**src/hw/rtl/rkg_pkg.sv**
```systemverilog
package rkg_pkg;

    localparam int COUNT_WIDTH = 16;
    localparam int CFG_WIDTH   = 16;
    localparam int EV_WIDTH    = 3;
    localparam int MODE_WIDTH  = 3;
    localparam int GEST_WIDTH  = 3;
    localparam int QUEUE_DEPTH = 2;
    localparam int QPTR_WIDTH  = $clog2(QUEUE_DEPTH);
    localparam int QCNT_WIDTH  = $clog2(QUEUE_DEPTH + 1);

    localparam logic [CFG_WIDTH-1:0] TIMEOUT_RESET = CFG_WIDTH'(500);

    typedef logic [COUNT_WIDTH-1:0] count_t;
    typedef logic [EV_WIDTH-1:0]    event_t;
    typedef logic [MODE_WIDTH-1:0]  mode_t;
    typedef logic [GEST_WIDTH-1:0]  gesture_t;

    localparam event_t EV_DOWN  = 3'd0;
    localparam event_t EV_UP    = 3'd1;
    localparam event_t EV_LEFT  = 3'd2;
    localparam event_t EV_RIGHT = 3'd3;
    localparam event_t EV_TOUT  = 3'd4;
    localparam event_t EV_NONE  = 3'd5;

    localparam mode_t M_IDLE  = 3'd0;
    localparam mode_t M_PRESS = 3'd1;
    localparam mode_t M_LONG1 = 3'd2;
    localparam mode_t M_LONG2 = 3'd3;
    localparam mode_t M_KEY   = 3'd4;

    localparam gesture_t G_NONE      = 3'd0;
    localparam gesture_t G_LEFT      = 3'd1;
    localparam gesture_t G_RIGHT     = 3'd2;
    localparam gesture_t G_CLICK     = 3'd3;
    localparam gesture_t G_LONG1     = 3'd4;
    localparam gesture_t G_LONG2     = 3'd5;
    localparam gesture_t G_PRESS_LFT = 3'd6;
    localparam gesture_t G_PRESS_RGT = 3'd7;

    typedef struct packed {
        logic full;
        logic empty;
    } q_status_t;

endpackage

```
**src/hw/rtl/rkg_front.sv**
```systemverilog
module rkg_front (
    input  logic                              clk,
    input  logic                              rst_n,
    input  logic                              accept,
    input  logic                              switch_level,
    input  logic                              left_level,
    input  logic                              right_level,
    input  logic [rkg_pkg::CFG_WIDTH-1:0]     timeout_ticks,
    output rkg_pkg::event_t                   ev
);

    logic [2:0]       last_levels_reg;
    logic [2:0]       last_levels_next;
    rkg_pkg::count_t  idle_count_reg;
    rkg_pkg::count_t  idle_count_next;
    rkg_pkg::event_t  edge_ev;

    always_comb
    begin
        edge_ev = rkg_pkg::EV_NONE;
        if (last_levels_reg[0] != switch_level)
        begin
            edge_ev = switch_level ? rkg_pkg::EV_DOWN : rkg_pkg::EV_UP;
        end
        if (last_levels_reg[1] && !left_level)
        begin
            edge_ev = rkg_pkg::EV_LEFT;
        end
        if (last_levels_reg[2] && !right_level)
        begin
            edge_ev = rkg_pkg::EV_RIGHT;
        end
    end

    always_comb
    begin
        ev               = edge_ev;
        last_levels_next = {right_level, left_level, switch_level};
        if (edge_ev != rkg_pkg::EV_NONE)
        begin
            idle_count_next = '0;
        end
        else if (idle_count_reg == rkg_pkg::count_t'(timeout_ticks))
        begin
            idle_count_next = '0;
            ev              = rkg_pkg::EV_TOUT;
        end
        else
        begin
            idle_count_next = idle_count_reg + 1'b1;
        end
    end

    always_ff @(posedge clk or negedge rst_n)
    begin
        if (!rst_n)
        begin
            last_levels_reg <= '0;
            idle_count_reg  <= '0;
        end
        else if (accept)
        begin
            last_levels_reg <= last_levels_next;
            idle_count_reg  <= idle_count_next;
        end
    end

endmodule

```
**src/hw/rtl/rkg_queue.sv**
```systemverilog
module rkg_queue (
    input  logic                 clk,
    input  logic                 rst_n,
    input  logic                 push,
    input  rkg_pkg::event_t      push_ev,
    input  logic                 pop,
    output rkg_pkg::event_t      pop_ev,
    output rkg_pkg::q_status_t   status
);

    rkg_pkg::event_t                 slot_reg [rkg_pkg::QUEUE_DEPTH];
    logic [rkg_pkg::QPTR_WIDTH-1:0]  wr_ptr_reg;
    logic [rkg_pkg::QPTR_WIDTH-1:0]  rd_ptr_reg;
    logic [rkg_pkg::QCNT_WIDTH-1:0]  count_reg;
    logic [rkg_pkg::QCNT_WIDTH-1:0]  count_next;

    assign pop_ev       = slot_reg[rd_ptr_reg];
    assign status.full  = (count_reg == rkg_pkg::QCNT_WIDTH'(rkg_pkg::QUEUE_DEPTH));
    assign status.empty = (count_reg == '0);

    always_comb
    begin
        count_next = count_reg;
        if (push && !pop)
        begin
            count_next = count_reg + 1'b1;
        end
        else if (pop && !push)
        begin
            count_next = count_reg - 1'b1;
        end
    end

    always_ff @(posedge clk)
    begin
        if (push)
        begin
            slot_reg[wr_ptr_reg] <= push_ev;
        end
    end

    always_ff @(posedge clk or negedge rst_n)
    begin
        if (!rst_n)
        begin
            wr_ptr_reg <= '0;
            rd_ptr_reg <= '0;
            count_reg  <= '0;
        end
        else
        begin
            if (push)
            begin
                wr_ptr_reg <= wr_ptr_reg + 1'b1;
            end
            if (pop)
            begin
                rd_ptr_reg <= rd_ptr_reg + 1'b1;
            end
            count_reg <= count_next;
        end
    end

endmodule

```
**src/hw/rtl/rkg_back.sv**
```systemverilog
module rkg_back (
    input  logic                 clk,
    input  logic                 rst_n,
    input  logic                 pop,
    input  rkg_pkg::event_t      ev,
    input  logic                 out_ready,
    output logic                 out_valid,
    output rkg_pkg::gesture_t    gesture
);

    rkg_pkg::mode_t     mode_reg;
    rkg_pkg::mode_t     mode_next;
    rkg_pkg::gesture_t  gesture_reg;
    rkg_pkg::gesture_t  gesture_next;
    logic               valid_reg;

    assign out_valid = valid_reg;
    assign gesture   = gesture_reg;

    always_comb
    begin
        mode_next    = mode_reg;
        gesture_next = rkg_pkg::G_NONE;
        case (mode_reg)
            rkg_pkg::M_PRESS:
            begin
                if (ev == rkg_pkg::EV_UP)
                begin
                    gesture_next = rkg_pkg::G_CLICK;
                    mode_next    = rkg_pkg::M_IDLE;
                end
                else if (ev == rkg_pkg::EV_LEFT)
                begin
                    gesture_next = rkg_pkg::G_PRESS_LFT;
                    mode_next    = rkg_pkg::M_KEY;
                end
                else if (ev == rkg_pkg::EV_RIGHT)
                begin
                    gesture_next = rkg_pkg::G_PRESS_RGT;
                    mode_next    = rkg_pkg::M_KEY;
                end
                else if (ev == rkg_pkg::EV_TOUT)
                begin
                    gesture_next = rkg_pkg::G_LONG1;
                    mode_next    = rkg_pkg::M_LONG1;
                end
            end
            rkg_pkg::M_LONG1:
            begin
                if (ev == rkg_pkg::EV_UP)
                begin
                    mode_next = rkg_pkg::M_IDLE;
                end
                else if (ev == rkg_pkg::EV_TOUT)
                begin
                    gesture_next = rkg_pkg::G_LONG2;
                    mode_next    = rkg_pkg::M_LONG2;
                end
            end
            rkg_pkg::M_LONG2:
            begin
                if (ev == rkg_pkg::EV_UP)
                begin
                    mode_next = rkg_pkg::M_IDLE;
                end
            end
            rkg_pkg::M_KEY:
            begin
                if (ev == rkg_pkg::EV_UP)
                begin
                    mode_next = rkg_pkg::M_IDLE;
                end
                else if (ev == rkg_pkg::EV_LEFT)
                begin
                    gesture_next = rkg_pkg::G_PRESS_LFT;
                end
                else if (ev == rkg_pkg::EV_RIGHT)
                begin
                    gesture_next = rkg_pkg::G_PRESS_RGT;
                end
            end
            default:
            begin
                // idle, and any unused code behaves as idle
                mode_next = rkg_pkg::M_IDLE;
                if (ev == rkg_pkg::EV_DOWN)
                begin
                    mode_next = rkg_pkg::M_PRESS;
                end
                else if (ev == rkg_pkg::EV_LEFT)
                begin
                    gesture_next = rkg_pkg::G_LEFT;
                end
                else if (ev == rkg_pkg::EV_RIGHT)
                begin
                    gesture_next = rkg_pkg::G_RIGHT;
                end
            end
        endcase
    end

    always_ff @(posedge clk)
    begin
        if (pop)
        begin
            gesture_reg <= gesture_next;
        end
    end

    always_ff @(posedge clk or negedge rst_n)
    begin
        if (!rst_n)
        begin
            mode_reg  <= rkg_pkg::M_IDLE;
            valid_reg <= 1'b0;
        end
        else
        begin
            if (pop)
            begin
                mode_reg  <= mode_next;
                valid_reg <= 1'b1;
            end
            else if (out_ready)
            begin
                valid_reg <= 1'b0;
            end
        end
    end

endmodule

```
**src/hw/rtl/rotary_knob_gesture_decoder_top.sv**
```systemverilog
// rotary knob gesture decoder
// input stream: one word per sample tick of the knob, carrying the push
// switch level and the left and right pulse line levels. every accepted
// word gives exactly one output word holding a gesture code (0 when the
// tick produced nothing).
// the front stage detects edges and runs the idle timer, and writes one
// event per tick into a two-entry event queue. the back stage runs the
// gesture state machine out of that queue into an output register.
// throughput: one word per cycle in both directions while the receiver takes every word, no bubbles.
// the accepting edge writes the event into the queue; the edge that reads it
// from the queue steps the state machine into the output register, where it is valid.
// when the receiver stalls, the output register holds its word and the
// queue absorbs up to two further words; s_tready then drops until the
// receiver takes the held word.
// reset: levels and idle count clear to zero, mode to idle, queue and
// output empty, timeout_ticks back to 500.
// cfg_we writes timeout_ticks; write only while idle.
module rotary_knob_gesture_decoder_top (
    input  logic                            clk,
    input  logic                            rst_n,
    input  logic                            s_tvalid,
    output logic                            s_tready,
    input  logic [7:0]                      s_tdata,   // switch_level, left_level, right_level
    output logic                            m_tvalid,
    input  logic                            m_tready,
    output logic [7:0]                      m_tdata,   // gesture[2:0]
    input  logic                            cfg_we,
    input  logic [rkg_pkg::CFG_WIDTH-1:0]   cfg_wdata
);

    logic [rkg_pkg::CFG_WIDTH-1:0]  timeout_reg;
    logic                           in_accept;
    logic                           q_pop;
    rkg_pkg::event_t                front_ev;
    rkg_pkg::event_t                q_ev;
    rkg_pkg::q_status_t             q_status;
    rkg_pkg::gesture_t              gesture;

    always_ff @(posedge clk or negedge rst_n)
    begin
        if (!rst_n)
        begin
            timeout_reg <= rkg_pkg::TIMEOUT_RESET;
        end
        else if (cfg_we)
        begin
            timeout_reg <= cfg_wdata;
        end
    end

    assign s_tready  = !q_status.full;
    assign in_accept = s_tvalid && s_tready;
    assign q_pop     = !q_status.empty && (!m_tvalid || m_tready);
    assign m_tdata   = {5'b0, gesture};

    rkg_front u_front (
        .clk           (clk),
        .rst_n         (rst_n),
        .accept        (in_accept),
        .switch_level  (s_tdata[0]),
        .left_level    (s_tdata[1]),
        .right_level   (s_tdata[2]),
        .timeout_ticks (timeout_reg),
        .ev            (front_ev)
    );

    rkg_queue u_queue (
        .clk     (clk),
        .rst_n   (rst_n),
        .push    (in_accept),
        .push_ev (front_ev),
        .pop     (q_pop),
        .pop_ev  (q_ev),
        .status  (q_status)
    );

    rkg_back u_back (
        .clk       (clk),
        .rst_n     (rst_n),
        .pop       (q_pop),
        .ev        (q_ev),
        .out_ready (m_tready),
        .out_valid (m_tvalid),
        .gesture   (gesture)
    );

    a_no_pop_empty : assert property (@(posedge clk) disable iff (!rst_n)
        !(q_pop && q_status.empty))
        else $error("event queue popped while empty");

    a_no_push_full : assert property (@(posedge clk) disable iff (!rst_n)
        !(in_accept && q_status.full))
        else $error("event queue written while full");

    a_valid_from_pop : assert property (@(posedge clk) disable iff (!rst_n)
        $rose(m_tvalid) |-> $past(q_pop))
        else $error("output word appeared without a queue read");

    a_queue_drains : assert property (@(posedge clk) disable iff (!rst_n)
        (!q_status.empty && !m_tvalid) |=> m_tvalid)
        else $error("pending event not moved to the output");

endmodule

```
**config.mk**
```make
export PLATFORM = sky130hd
export DESIGN_NAME = rotary_knob_gesture_decoder_top
export DESIGN_NICKNAME = d
export VERILOG_FILES = /design/src/hw/rtl/rkg_pkg.sv /design/src/hw/rtl/rkg_front.sv /design/src/hw/rtl/rkg_queue.sv /design/src/hw/rtl/rkg_back.sv /design/src/hw/rtl/rotary_knob_gesture_decoder_top.sv
export SDC_FILE = /design/constraint.sdc
export NUM_CORES = 1
export LEC_CHECK = 0
export BUFFER_PORTS_ARGS = -buffer_cell sky130_fd_sc_hd__buf_2
export CAP_MARGIN = 20
export CORE_ASPECT_RATIO = 2
export CORE_MARGIN = 4
export CORE_UTILIZATION = 36
export DETAILED_ROUTE_END_ITERATION = 7
export GPL_ROUTABILITY_DRIVEN = 0
export GPL_TIMING_DRIVEN = 1
export PLACE_DENSITY = 0.65
export SYNTH_ARGS = -nofsm -noshare
export SYNTH_HDL_FRONTEND = slang
export SYNTH_SLANG_ARGS = --single-unit
```
**constraint.sdc**
```tcl
create_clock -name clk -period 2.1 [get_ports clk]
set_input_delay 0.105 -clock clk [delete_from_list [all_inputs] [get_ports clk]]
set_output_delay 0.105 -clock clk [all_outputs]
set_load 0.02 [all_outputs]
```
==> qor.txt <==
status: finished clean
Final Critical Period: 1.89 ns
DR vias: 2001
multi-input logic area: 1310 um2
Final Max Slew Viols: 0
crit path max fanout: 12
Final Cycle Share: 90.1%
number of flops mapped to enable cells by yosys: 9
Placed Area: 3030 um2
Synth area leader: dfrtp_1
Setup CP Type: reg -> reg
max-capacitance violation count: 0
CTS Buf Count: 5
diodes inserted: 0
reg2reg end: u_back.gesture[1]
ANT nets after route: 0
CP Capture Type: flip-flop
Max Clk Rate: 0.528 GHz
RSZ-0062 raised after global routing: false
synth-to-layout area growth: 17.6%
clk buf depth: 2
Post-DP HPWL: 4.29 mm
Die ar.: 9240 um2
Die Wd: 70 um
setup TNS: 0 ns
Nets: 326
Power Density: 1170 nW/um2
R2R cell count: 4
Std-Cell Rows: 45
crit start category: flip-flop
Post-CTS Setup Bufs: 0
post-layout util: 43.2%
final setup fails: 0
first-pass detailed-route iteration total: 4
number of port buffers: 28
DR DRC count: 0
Slew @ Worst Pin: 0.639 ns
FF/Latch Area: 1350 um2
chip height: 132 um
total grt overflow: 0
largest net degree at the start of global routing: 31
Post-Synthesis Cells: 257
Yosys top cell area share: 33.5%
vias per cell: 5.14
Synth Cell Area: 2770 um2
Final Hold Fails: 0
WL/cell: 14.2 um
HP Start: m_tready
Synth Warn #: 0
# IOs: 39
share of layout cells above drive strength 1: 26.1%
Worst IR Drop VDD: 1080 uV
post-synthesis sequential area ratio: 48.9%
Distinct cells, synth: 50
WHS Endpoint: u_back.out_valid
hold path depth: 2
ys async rst share: 82.7%
Initial Util: 36.7%
antenna violations before repair: 0
core area: 7540 um2
CTS resizes: 0
Hold Buf Count CTS: 1
class of the worst hold path: in -> reg
post-synthesis register bit count: 52
Reg clk slew, reported paths: 0.08 ns
design area: 3260 um2
Fillers: 742
clk_lat worst skew: 0.30 ns
Synth area leaders: dfrtp_1, edfxtp_1, mux2_2
final wirelength: 5.53 mm
vias in the first global route: 2121
clk sinks: 52
P_leak: 1.41 nW
Slew HR: 57.4%
TritonCTS clock tree: yes
critical path required time: 2.16 ns
R2R Path Start: u_queue.rd_ptr_reg
final worst slack: 0.208 ns
post-place setup slack: 0.231 ns
Clock Root Buffer: clkbuf_16
gr usage total: 12.8%
Mapped Avg Cell Area: 10.8 um2
WP data arrival: 1.95 ns
Clock Skew: 0.0129 ns
DRT iter0 DRCs: 38
R2R setup slack: 0.21 ns
H-tree lvl count: 2
global-route wire length before repair: 9.53 mm
ys flop type: dfrtp_1
-- stage by stage --
step	hold slack (ns)	total power, mW	instances
finish	0.00834	3.82	389
global route	0.00996	4.06	389
CTS	0.00252	3.86	389
detailed placement	0.158	2.68	380
global placement	0.162	2.64	380
floorplan	-0.191	2.37	261
-- layout by cell type, fill, tap and decap left out, types with 2 or more instances in the layout --
cell	count
edfxtp_1	9
bufinv_16	3
nand4_1	4
o22ai_1	3
mux2i_1	3
xnor2_1	16
nor3_1	6
nor4_1	4
inv_1	10
and2_1	3
nand3_1	6
o21ai_0	6
nand3b_1	2
nand2b_1	5
dfstp_2	6
a21oi_4	2
a21oi_1	7
and3_1	4
nor2b_1	3
dfrtp_1	37
nor2_1	23
conb_1	5
buf_4	9
ha_1	3
nand2_1	16
mux2_2	20
buf_2	28
clkbuf_16	5
nor3b_1	4
xor2_1	20
or3b_1	2
a31oi_1	2
-- where the power goes --
part / switching [mW] / total [mW] / internal (mW)
logic: 0.644 / 1.17 / 0.527
clock network: 0.366 / 1.17 / 0.803
registers: 0.201 / 1.48 / 1.28
-- cell type report --
type	instances	area share (%)
Timing Repair Buffer	38	6.69
Tap cell	94	3.61
Sequential cell	52	41.6
Clock inverter	3	2.77
Clock buffer	5	3.84
Inverter	11	1.27
Multi-Input combinational cell	186	40.2
-- cell usage after synthesis, types with 5 or more instances --
cell / number
dfrtp_1: 37
nor2_1: 23
mux2_2: 20
xor2_1: 20
nand2_1: 16
xnor2_1: 16
inv_1: 10
edfxtp_1: 9
a21oi_1: 7
buf_4: 6
dfstp_2: 6
nand3_1: 6
nor3_1: 6
o21ai_0: 6
nand2b_1: 5
-- how the worst max path moves through the flow --
| stage | start | end | depth (start not counted) |
|---|---|---|---|
| CTS | u_queue.rd_ptr_reg | u_back.gesture[1] | 4 |
| detailed placement | u_queue.rd_ptr_reg | u_back.gesture[1] | 4 |
| global placement | u_queue.rd_ptr_reg | u_back.gesture[1] | 4 |
| floorplan | u_queue.count_reg[0] | u_queue.count_reg[1] | 7 |
| global route | u_front.idle_count_reg[0] | u_front.idle_count_reg[11] | 6 |
| finish | u_queue.rd_ptr_reg | u_back.gesture[1] | 4 |
-- cells by family after synthesis --
logic type / count (synthesis) / share of synthesized area [%]
simple gates: 88 / 16.7
flops: 52 / 48.9
xor+xnor: 36 / 11.4
compound gates: 31 / 7.96
mux: 23 / 9.22
buf+inv: 23 / 4.29
fa+ha+maj: 3 / 1.36
other cells: 1 / 0.135
-- worst max-delay path: stages (launching register included) --
cell	delay, ns
dfrtp_1	0.57
mux2_2	0.43
and2_1	0.18
a211o_1	0.26
a32o_1	0.21
-- metal layers --
metal | global-route usage [%] | up-vias | wire, um
met3 | 2.67 | 12 | 185
met1 | 11.7 | 998 | 1830
met2 | 25.2 | 40 | 3340
li1 | - | 951 | -
met5 | 0 | - | 0
met4 | 6.72 | 0 | 182
(Power assumes the default switching activity.)
